==> config.mk <==
export PLATFORM = sky130hd
export DESIGN_NAME = md_message_padder
export DESIGN_NICKNAME = d
export VERILOG_FILES = /design/src/sv/mdp_pkg.sv /design/src/sv/mdp_ctrl.sv /design/src/sv/mdp_datapath.sv /design/src/sv/md_message_padder.sv
export SDC_FILE = /design/constraint.sdc
export NUM_CORES = 1
export LEC_CHECK = 0
export ABC_AREA = 0
export BUFFER_PORTS_ARGS = -buffer_cell sky130_fd_sc_hd__buf_2
export CAP_MARGIN = 10
export CORE_ASPECT_RATIO = 0.8
export CORE_MARGIN = 4
export CORE_UTILIZATION = 40
export DETAILED_ROUTE_END_ITERATION = 10
export PLACE_DENSITY = 0.65
export SKIP_LAST_GASP = 1
export SYNTH_ARGS = -nofsm -noshare
export SYNTH_HDL_FRONTEND = slang
export SYNTH_HIERARCHICAL = 1
export SYNTH_SLANG_ARGS = --single-unit
==> constraint.sdc <==
create_clock -name aclk -period 6.85 [get_ports aclk]
set_input_delay 1.0275 -clock aclk [delete_from_list [all_inputs] [get_ports aclk]]
set_output_delay 1.0275 -clock aclk [all_outputs]
set_load 0.02 [all_outputs]
==> src/sv/mdp_pkg.sv <==
package mdp_pkg;

    // padding marker byte placed right after the message
    localparam logic [7:0] PAD_MARKER = 8'h80;
    // word slot inside a 64-byte block that precedes the length word
    localparam logic [2:0] LAST_PAD_SLOT = 3'd6;

    // controller states, one-hot
    typedef enum logic [2:0] {
        ST_IDLE = 3'b001,
        ST_PAD  = 3'b010,
        ST_LEN  = 3'b100
    } state_t;

    // commands from controller to datapath
    typedef struct packed {
        logic accept;
        logic pad_emit;
        logic len_emit;
    } cmd_t;

    // status from datapath to controller
    typedef struct packed {
        logic out_free;
        logic last_pad_slot;
    } status_t;

    // swap byte order of a 64-bit word
    function automatic logic [63:0] byte_reverse(input logic [63:0] v);
        logic [63:0] r;
        r = '0;
        for (int i = 0; i < 8; i++) begin
            r[8*(7-i) +: 8] = v[8*i +: 8];
        end
        return r;
    endfunction

endpackage

==> src/sv/mdp_ctrl.sv <==
module mdp_ctrl (
    input  logic             aclk,
    input  logic             aresetn,
    input  logic             s_tvalid,
    input  logic             s_tlast,
    output logic             s_tready,
    input  mdp_pkg::status_t status,
    output mdp_pkg::cmd_t    cmd
);

    mdp_pkg::state_t state_reg, state_next;

    // state register
    always_ff @(posedge aclk) begin
        if (!aresetn) begin
            state_reg <= mdp_pkg::ST_IDLE;
        end else begin
            state_reg <= state_next;
        end
    end

    // input ready only while taking message bytes and output slot frees up
    assign s_tready = (state_reg == mdp_pkg::ST_IDLE) && status.out_free;

    // command decode and next state
    always_comb begin
        cmd        = '0;
        state_next = state_reg;
        unique case (state_reg)
            mdp_pkg::ST_IDLE: begin
                cmd.accept = s_tvalid && s_tready;
                if (cmd.accept && s_tlast) begin
                    state_next = mdp_pkg::ST_PAD;
                end
            end
            mdp_pkg::ST_PAD: begin
                cmd.pad_emit = status.out_free;
                if (status.out_free && status.last_pad_slot) begin
                    state_next = mdp_pkg::ST_LEN;
                end
            end
            mdp_pkg::ST_LEN: begin
                cmd.len_emit = status.out_free;
                if (status.out_free) begin
                    state_next = mdp_pkg::ST_IDLE;
                end
            end
            default: begin
                state_next = mdp_pkg::ST_IDLE;
            end
        endcase
    end

endmodule

==> src/sv/mdp_datapath.sv <==
module mdp_datapath (
    input  logic             aclk,
    input  logic             aresetn,
    input  mdp_pkg::cmd_t    cmd,
    input  logic [7:0]       s_tdata,
    input  logic             s_tuser,
    input  logic             cfg_we,
    input  logic             cfg_wdata,
    output logic             m_tvalid,
    input  logic             m_tready,
    output logic [63:0]      m_tdata,
    output logic             m_tlast,
    output mdp_pkg::status_t status
);

    logic [55:0] partial_reg,  partial_next;
    logic [2:0]  fill_reg,     fill_next;
    logic [60:0] count_reg,    count_next;
    logic [2:0]  slot_reg,     slot_next;
    logic        first_reg,    first_next;
    logic        big_end_reg;
    logic        out_valid_reg, out_valid_next;
    logic [63:0] out_word_reg,  out_word_next;
    logic        out_last_reg,  out_last_next;

    logic [63:0] merged;
    logic [63:0] marked;
    logic [63:0] bit_len;

    // byte inserted at the current fill lane
    always_comb begin
        merged = {8'h00, partial_reg};
        merged[{fill_reg, 3'b000} +: 8] = s_tdata;
        marked = {8'h00, partial_reg};
        marked[{fill_reg, 3'b000} +: 8] = mdp_pkg::PAD_MARKER;
    end

    assign bit_len = {count_reg, 3'b000};

    assign status.out_free      = !out_valid_reg || m_tready;
    assign status.last_pad_slot = (slot_reg == mdp_pkg::LAST_PAD_SLOT);

    // next-state logic for packing, padding and length
    always_comb begin
        partial_next   = partial_reg;
        fill_next      = fill_reg;
        count_next     = count_reg;
        slot_next      = slot_reg;
        first_next     = first_reg;
        out_valid_next = out_valid_reg && !m_tready;
        out_word_next  = out_word_reg;
        out_last_next  = out_last_reg;
        if (cmd.accept) begin
            if (s_tuser) begin
                count_next = count_reg + 61'd1;
                if (fill_reg == 3'd7) begin
                    out_valid_next = 1'b1;
                    out_word_next  = merged;
                    out_last_next  = 1'b0;
                    partial_next   = '0;
                    fill_next      = '0;
                end else begin
                    partial_next = merged[55:0];
                    fill_next    = fill_reg + 3'd1;
                end
            end
            slot_next  = count_next[5:3];
            first_next = 1'b1;
        end
        if (cmd.pad_emit) begin
            out_valid_next = 1'b1;
            out_word_next  = first_reg ? marked : 64'd0;
            out_last_next  = 1'b0;
            first_next     = 1'b0;
            slot_next      = slot_reg + 3'd1;
        end
        if (cmd.len_emit) begin
            out_valid_next = 1'b1;
            out_word_next  = big_end_reg ? mdp_pkg::byte_reverse(bit_len) : bit_len;
            out_last_next  = 1'b1;
            partial_next   = '0;
            fill_next      = '0;
            count_next     = '0;
        end
    end

    // state registers
    always_ff @(posedge aclk) begin
        if (!aresetn) begin
            partial_reg   <= '0;
            fill_reg      <= '0;
            count_reg     <= '0;
            slot_reg      <= '0;
            first_reg     <= 1'b0;
            out_valid_reg <= 1'b0;
            big_end_reg   <= 1'b0;
        end else begin
            partial_reg   <= partial_next;
            fill_reg      <= fill_next;
            count_reg     <= count_next;
            slot_reg      <= slot_next;
            first_reg     <= first_next;
            out_valid_reg <= out_valid_next;
            if (cfg_we) begin
                big_end_reg <= cfg_wdata;
            end
        end
    end

    // output word register
    always_ff @(posedge aclk) begin
        out_word_reg <= out_word_next;
        out_last_reg <= out_last_next;
    end

    assign m_tvalid = out_valid_reg;
    assign m_tdata  = out_word_reg;
    assign m_tlast  = out_last_reg;

endmodule

==> src/sv/md_message_padder.sv <==
// Message padder for MD5 / SHA-1 style hashing.
// Slave channel: one message byte per word, tdata = data byte, tuser = byte
// present flag, tlast = end of message (may come with or without a byte).
// Master channel: 64-bit words of the padded stream, earliest byte in bits
// 7:0; tlast marks the final word, which carries the bit length.
// cfg_we / cfg_wdata set the length byte order: 0 little-endian (MD5),
// 1 big-endian (SHA). Write only while the block is idle.
// Throughput: one byte per cycle while the message streams in and the
// output register is free; a completed word is loaded at the edge that
// accepts its eighth byte and shows on m_tvalid / m_tdata the following
// cycle. After the word carrying tlast, input is held off while the
// controller emits one padding word per cycle while the output is free
// (1 to 8 words, up to the block's seventh slot) and then the length word.
// A single output register sits between the channels; when m_tready is low
// it holds its word, and input or padding stalls until it drains.
// Reset (aresetn low, synchronous) clears the packed word, byte count,
// output valid and the byte-order setting (little-endian).
module md_message_padder (
    input  logic        aclk,
    input  logic        aresetn,
    input  logic        s_tvalid,
    output logic        s_tready,
    input  logic [7:0]  s_tdata,   // [7:0] data_byte
    input  logic        s_tuser,   // [0] has_byte
    input  logic        s_tlast,   // is_last
    output logic        m_tvalid,
    input  logic        m_tready,
    output logic [63:0] m_tdata,   // [63:0] out_word
    output logic        m_tlast,   // out_last
    input  logic        cfg_we,
    input  logic        cfg_wdata  // [0] length_big_endian
);

    mdp_pkg::cmd_t    cmd;
    mdp_pkg::status_t status;

    // controller
    mdp_ctrl u_ctrl (
        .aclk     (aclk),
        .aresetn  (aresetn),
        .s_tvalid (s_tvalid),
        .s_tlast  (s_tlast),
        .s_tready (s_tready),
        .status   (status),
        .cmd      (cmd)
    );

    // datapath
    mdp_datapath u_dp (
        .aclk      (aclk),
        .aresetn   (aresetn),
        .cmd       (cmd),
        .s_tdata   (s_tdata),
        .s_tuser   (s_tuser),
        .cfg_we    (cfg_we),
        .cfg_wdata (cfg_wdata),
        .m_tvalid  (m_tvalid),
        .m_tready  (m_tready),
        .m_tdata   (m_tdata),
        .m_tlast   (m_tlast),
        .status    (status)
    );

`ifndef SYNTHESIS
    a_cmd_exclusive: assert property (@(posedge aclk) disable iff (!aresetn)
        $onehot0({cmd.accept, cmd.pad_emit, cmd.len_emit}))
        else $error("more than one datapath command at once");

    a_len_word_last: assert property (@(posedge aclk) disable iff (!aresetn)
        cmd.len_emit |=> m_tvalid && m_tlast)
        else $error("length word not presented as last");

    a_pad_word_not_last: assert property (@(posedge aclk) disable iff (!aresetn)
        cmd.pad_emit |=> m_tvalid && !m_tlast)
        else $error("padding word flagged as last");

    a_no_input_while_padding: assert property (@(posedge aclk) disable iff (!aresetn)
        (cmd.pad_emit || cmd.len_emit) |-> !s_tready)
        else $error("input ready during padding");
`endif

endmodule

=== Word level (Yosys, flattened, before mapping) ===
Index checks and enable logic that the tools add are counted.

* $add $sub $neg: 4
* Eq/ne operators: 8
* Shift-type cells: 3
* Multiplexer cells: 30
* Bitwise gates (word level): 1
* Reductions and logical operators: 20

{| class="wikitable"
|+ Operators with widths
! cell !! count
|-
| 64-bit two-way mux || 7
|-
| 64-bit bitwise mux || 2
|-
| 8-bit by 8-bit variable shift with 64-bit output (first input constant) || 1
|-
| 8-bit by 8-bit indexed part select with 64-bit output || 1
|-
| 8-bit by 8-bit indexed part select with 64-bit output (first input constant) || 1
|-
| 61-bit by 1-bit adder with 61-bit output (second input constant) || 1
|-
| 56-bit two-way mux || 1
|-
| 3-bit two-way mux || 6
|-
| 1-bit two-way mux || 12
|-
| 3-bit == test (second input constant) || 3
|-
| 3-bit case mux with 3 select lines || 1
|-
| 3-bit AND reduction || 3
|-
| 3-bit nonzero test || 3
|-
| 6-bit negator with 8-bit output || 1
|-
| 3-bit by 1-bit adder with 3-bit output (second input constant) || 2
|-
| 6-bit two-way mux || 1
|-
| 2-bit nonzero test || 3
|-
| 1-bit logical AND || 5
|-
| 2-bit by 1-bit inequality test with 1-bit output (second input constant) || 2
|-
| 2-bit OR reduction || 2
|-
| 3-bit by 1-bit == test with 1-bit output (second input constant) || 1
|-
| 3-bit by 2-bit == test with 1-bit output (second input constant) || 1
|-
| 1-bit logical NOT || 2
|-
| 2-bit inequality test (second input constant) || 1
|-
| 3 further kinds || 3
|}

* Register bits after elaboration: 194
* Bits of input ports: 16
* Output and inout bits: 67
* Logic and storage cells: 77

=== Longest topological paths before layout ===
* Word-level depth: 8
* Depth in mapped cells: 12

=== By module ===
Netlist, hierarchy kept.

{| class="wikitable"
|+ Modules (own cells, without submodules)
! module !! instances !! cells each !! area each (sq um)
|-
| mdp_datapath || 1 || 1016 || 9445.3
|-
| mdp_ctrl || 1 || 22 || 175.2
|}

=== Least setup slack after synthesis ===
Ideal clock, no wire load.

* Kind: input port to flip-flop
* Start point: in m_tready
* End point: reg u_dp.out_word_reg[0], in the netlist u_dp/m_tdata[0] (enable)
* Arrival: 3848 ps
* Path slack: 2579 ps
* Stages on the path: 8
* Buffers on the path: 2
* Path through: nand2b_1 -> nor2b_1 -> and3_1 -> clkbuf_1 -> and2_1 -> buf_1 -> a21oi_1 -> nand2_1

{| class="wikitable"
|+ RTL lines
! element !! RTL line !! source
|-
| from (decl) || md_message_padder.sv:27 || <nowiki>input logic m_tready,</nowiki>
|-
| to (signal assigned) || mdp_datapath.sv:112 || <nowiki>out_word_reg <= out_word_next;</nowiki>
|-
| to (decl) || mdp_datapath.sv:23 || <nowiki>logic [63:0] out_word_reg, out_word_next;</nowiki>
|}

=== Final worst setup path ===
* Start point: reg u_dp.fill_reg[0]
* End point: reg u_dp.out_word_reg[34], in the netlist u_dp/m_tdata[34], data pin

* Cells in the longest elaborated chain, start to end: 8

{| class="wikitable"
|+ Ends and longest elaborated chain
! element !! RTL line !! source
|-
| from (decl) || mdp_datapath.sv:17 || <nowiki>logic [2:0] fill_reg, fill_next;</nowiki>
|-
| from (signal assigned) || mdp_datapath.sv:99 || <nowiki>fill_reg <= fill_next;</nowiki>
|-
| 6-bit negator with 8-bit output * || mdp_datapath.sv:33, mdp_datapath.sv:35 ||
|-
| 8-bit by 8-bit indexed part select with 64-bit output or 8-bit by 8-bit variable shift with 64-bit output (tied branches) || mdp_datapath.sv:33, mdp_datapath.sv:35 ||
|-
| 64-bit bitwise mux || mdp_datapath.sv:33 || <nowiki>merged[{fill_reg, 3'b000} +: 8] = s_tdata;</nowiki>
|-
| 64-bit two-way mux || mdp_datapath.sv:56 || <nowiki>if (fill_reg == 3'd7) begin</nowiki>
|-
| 64-bit two-way mux || mdp_datapath.sv:54 || <nowiki>if (s_tuser) begin</nowiki>
|-
| 64-bit two-way mux || mdp_datapath.sv:53 || <nowiki>if (cmd.accept) begin</nowiki>
|-
| 64-bit two-way mux * || mdp_datapath.sv:70 || <nowiki>if (cmd.pad_emit) begin</nowiki>
|-
| 64-bit two-way mux * || mdp_datapath.sv:77 || <nowiki>if (cmd.len_emit) begin</nowiki>
|-
| named net u_dp.out_word_next[34] || mdp_datapath.sv:23 ||
|}

Mark *: on every way through the listed nets, which the timed path passes. The rest lies on a longest branch. The select of a mux whose other input is x is not followed.
A chain may end at the register's enable or synchronous reset.

==> results.cfg <==
[run_status]
outcome = complete, no violations

[global_routing]
groute.usage.overall_pct = 21.56
wire_length_of_the_first_global_routing_pass_um = 45250
grt_pass1_vias = 7656
grt_antenna_before_repair = 0
grt_ovf = 0
largest_net_degree_at_the_start_of_global_routing = 110

[timing]
slew_worst_pin_ps = 1132
maxSlewViolCount = 0
timing.final.crit_share_pct = 57.57
timing_hold_violations_final = 0
totalNegativeSetupSlack_ps = 0
final.setup_skew_ps = 13.47
period_minus_slack_ps = 3944
fmax_mhz = 253.6
timing.slew.headroom_pct = 24.52
setup-violations-final = 0
rsz_0062_raised_after_global_routing = false

[logic_synthesis]
synth_compound_gate_area_share_pct = 19.24
synth.mux.area_fraction_pct = 6.568
synth_enable_flop_cells = 64
synth_area_um2 = 9620
synth_simple_gate_area_share_pct = 19.78
share_of_the_synthesized_netlist_area_taken_by_xor_and_xnor_gates_pct = 2.640
yosysWarningCount = 6
post_synth_top_area_cell = sky130_fd_sc_hd__dfxtp_1
synth_top_cells_by_area = sky130_fd_sc_hd__dfxtp_1 27%, sky130_fd_sc_hd__edfxtp_1 20%, sky130_fd_sc_hd__mux2i_1 6.5%
asyncSetResetFlopFracSynth_pct = 0
postSynth.topFlopCell = sky130_fd_sc_hd__dfxtp_1
yosys.area.top_type_share_pct = 27.05
syn-instance-count = 1038
synth_top_family_by_area = simple AND/OR/NAND/NOR gates
synthesis.nets = 1064
synthesized_area_fraction_occupied_by_adder_cells_pct = 1.301
synth.ff_latch_count = 194
synth.avg_cell_area_um2 = 9.268
seq_area_frac_synth_pct = 47.03
synth_cell_type_count = 58

[floorplanning]
die_x_um = 181.4
std_cell_rows = 50
dieArea_um2 = 26610
io_pins = 83
die_height_um = 146.7
initial_utilization_pct = 40.90
fp.coreArea_um2 = 23520

[clock_network]
clock_insertion_delay_worst_skew_ps = 440
cts_post_setup_buffers_inserted = 0
cts-buffers-inserted = 17
tritoncts = yes
post_cts_resize_count = 0
num_clock_sinks = 194
worst_setup_hold_path_clk_slew_ps = 70
cts_hold_buffers_added = 0
root_driver = sky130_fd_sc_hd__clkbuf_16
clock_tree.buffer_depth = 2
deepest_level_of_the_cts_h_tree = 4

[setup_path]
path_common_cell = sky130_fd_sc_hd__nor2_1
classification_of_the_worst_setup_path = flop to flop
critical_path_buf_inv_count = 1
critPathCaptureType = flop
worst-endpoint-required_ps = 6990
crit_start = u_dp/fill_reg[0]
highest_delay_cell_along_the_critical_path = sky130_fd_sc_hd__nor4bb_1
worst-endpoint-arrival_ps = 4090
crit_path_max_incr_delay_ps = 950
timing.rr.start = u_dp/fill_reg[0]
timing.critical_path.fanout_max = 22
start_kind = flop
timing.critical_path.cells = inv_1, ha_1, nor2_1, nor4bb_1, nor2_1, a221oi_1, a21oi_1
critical-path-top-delay-family = simple AND/OR/NAND/NOR gates

[run]
cap_viol_max_count = 0

[pwr]
power.share.combinational_pct = 5.2
switching_power_of_the_nets_mw = 0.5733
internal-power_mw = 1.787
power_switching_share_pct = 24.29
p_leak_nw = 3.613
clock_power_share_pct = 43.5
ir_drop_v = 0.0001516
pwr_per_cell_area_nw_per_um2 = 218.2
sequentialPowerShare_pct = 51.3

[final_layout]
largest_register_ff_count = 64
layout_cells_sized_above_1_pct = 12.33
syn2layout_area_growth_pct = 12.43
insertedDiodeCount = 0
final_cell_count_no_fill = 1399
n_fill_cell = 2304
layout.nets = 1100

[routing]
wl_met1_um = 13960
ant_nets = 0
wl_um = 29550
drt_pre_antenna_iters = 6
num_vias = 8577
dr_wl_met3_um = 2517
detail_route.drc_violations = 0
initialDrtViolationCount = 1214
post_detailed_route_wirelength_per_cell_um = 21.13
highest-signal-layer = met4
post_drt_via_cell_ratio = 6.131
met2_wirelength_um = 12450

[worst_hold_path]
hold_path_startpoint = u_dp/m_tlast
timing.hold.worst.class = flop to flop

[place]
port-buffer-count = 82
gp_congestion = 0.9099
detailed_place_hpwl_um = 20190
number_of_placed_cells_counting_well_taps = 1366
synthesized netlist by cell type (15+ instances only):
| library cell | number |
|---|---|
| sky130_fd_sc_hd__dfxtp_1 | 130 |
| sky130_fd_sc_hd__nor2_1 | 125 |
| sky130_fd_sc_hd__a21oi_1 | 102 |
| sky130_fd_sc_hd__edfxtp_1 | 64 |
| sky130_fd_sc_hd__clkbuf_1 | 63 |
| sky130_fd_sc_hd__mux2i_1 | 62 |
| sky130_fd_sc_hd__nand2_1 | 61 |
| sky130_fd_sc_hd__a22oi_1 | 49 |
| sky130_fd_sc_hd__a221oi_1 | 45 |
| sky130_fd_sc_hd__o21ai_0 | 35 |
| sky130_fd_sc_hd__nand3_1 | 28 |
| sky130_fd_sc_hd__nand4_1 | 28 |
| sky130_fd_sc_hd__and2_1 | 21 |
| sky130_fd_sc_hd__or4_1 | 19 |
| sky130_fd_sc_hd__o31ai_1 | 17 |
| sky130_fd_sc_hd__or3_1 | 16 |
| sky130_fd_sc_hd__xor2_1 | 15 |
worst min-delay path: stages (launching register included):
cell                      delay, ps
sky130_fd_sc_hd__dfxtp_1        320
sky130_fd_sc_hd__nand2_1         50
sky130_fd_sc_hd__nand2_1         40
through the flow:
stage	util (%)	total power, mW	instance area, um2	setup slack [ps]	hold slack, ps
after global routing	45.98	2.436	10820	2598	474.9
after CTS	45.94	2.374	10810	2590	454.7
final	45.98	2.360	10820	2906	453.0
after floorplan	-	1.313	9620	2579	448.5
after global placement	43.43	1.356	10210	2326	439.5
after detailed placement	43.43	1.357	10210	2154	442.4
cell type report:
class                   count  area, um2  area share (%)
clock buffers              18      439.2           4.060
clock inverters            14      151.4           1.400
inverters                  14      52.55          0.4858
multi-input cells         757       4781           44.20
flip-flops and latches    194       4528           41.86
well taps                 312      390.4           3.609
repair buffers             90      474.2           4.384
per-layer routing:
metal  vias to the layer above  GRT usage [%]
met2                       400          31.04
met4                         0          6.714
met1                      4135          32.25
met3                        55          4.802
li1                       3987              -
met5                         -              0
cell usage in the layout, fill, tap and decap left out, types with 21 or more instances in the layout:
master and instances:
sky130_fd_sc_hd__edfxtp_1 64, sky130_fd_sc_hd__o21ai_0 35, sky130_fd_sc_hd__a21oi_1 102, sky130_fd_sc_hd__dfxtp_1 129, sky130_fd_sc_hd__nand4_1 28, sky130_fd_sc_hd__buf_2 82, sky130_fd_sc_hd__nand2_1 59, sky130_fd_sc_hd__a221oi_1 45
sky130_fd_sc_hd__mux2i_1 62, sky130_fd_sc_hd__a22oi_1 49, sky130_fd_sc_hd__and2_1 21, sky130_fd_sc_hd__nor2_1 125, sky130_fd_sc_hd__nand3_1 28
path summary, 6_finish.rpt:
path / endpoint / slack [ps] / cells past startpoint
max: u_dp/m_tdata[34] / 2910 / 7
min: u_dp/m_tlast / 450 / 2
max reg2reg: u_dp/m_tdata[34] / 2910 / 7
min reg2reg: u_dp/m_tlast / 450 / 2
power groups by stage:
stage	combinational (mW)	clock, mW	sequential (mW)
after global placement	0.119	0	1.24
after floorplan	0.0856	0	1.23
final	0.124	1.03	1.21
after global routing	0.134	1.09	1.21
after CTS	0.121	1.04	1.21
after detailed placement	0.120	0	1.24
cell families after synthesis:
logic type / after synthesis
adders and majority gates: 10
muxes: 63
buffers and inverters: 87
AOI/OAI and AO/OA: 283
DFF: 194
and+or+nand+nor: 372
xor gates and xnor gates: 29
Power figures use the tool's default switching activity.
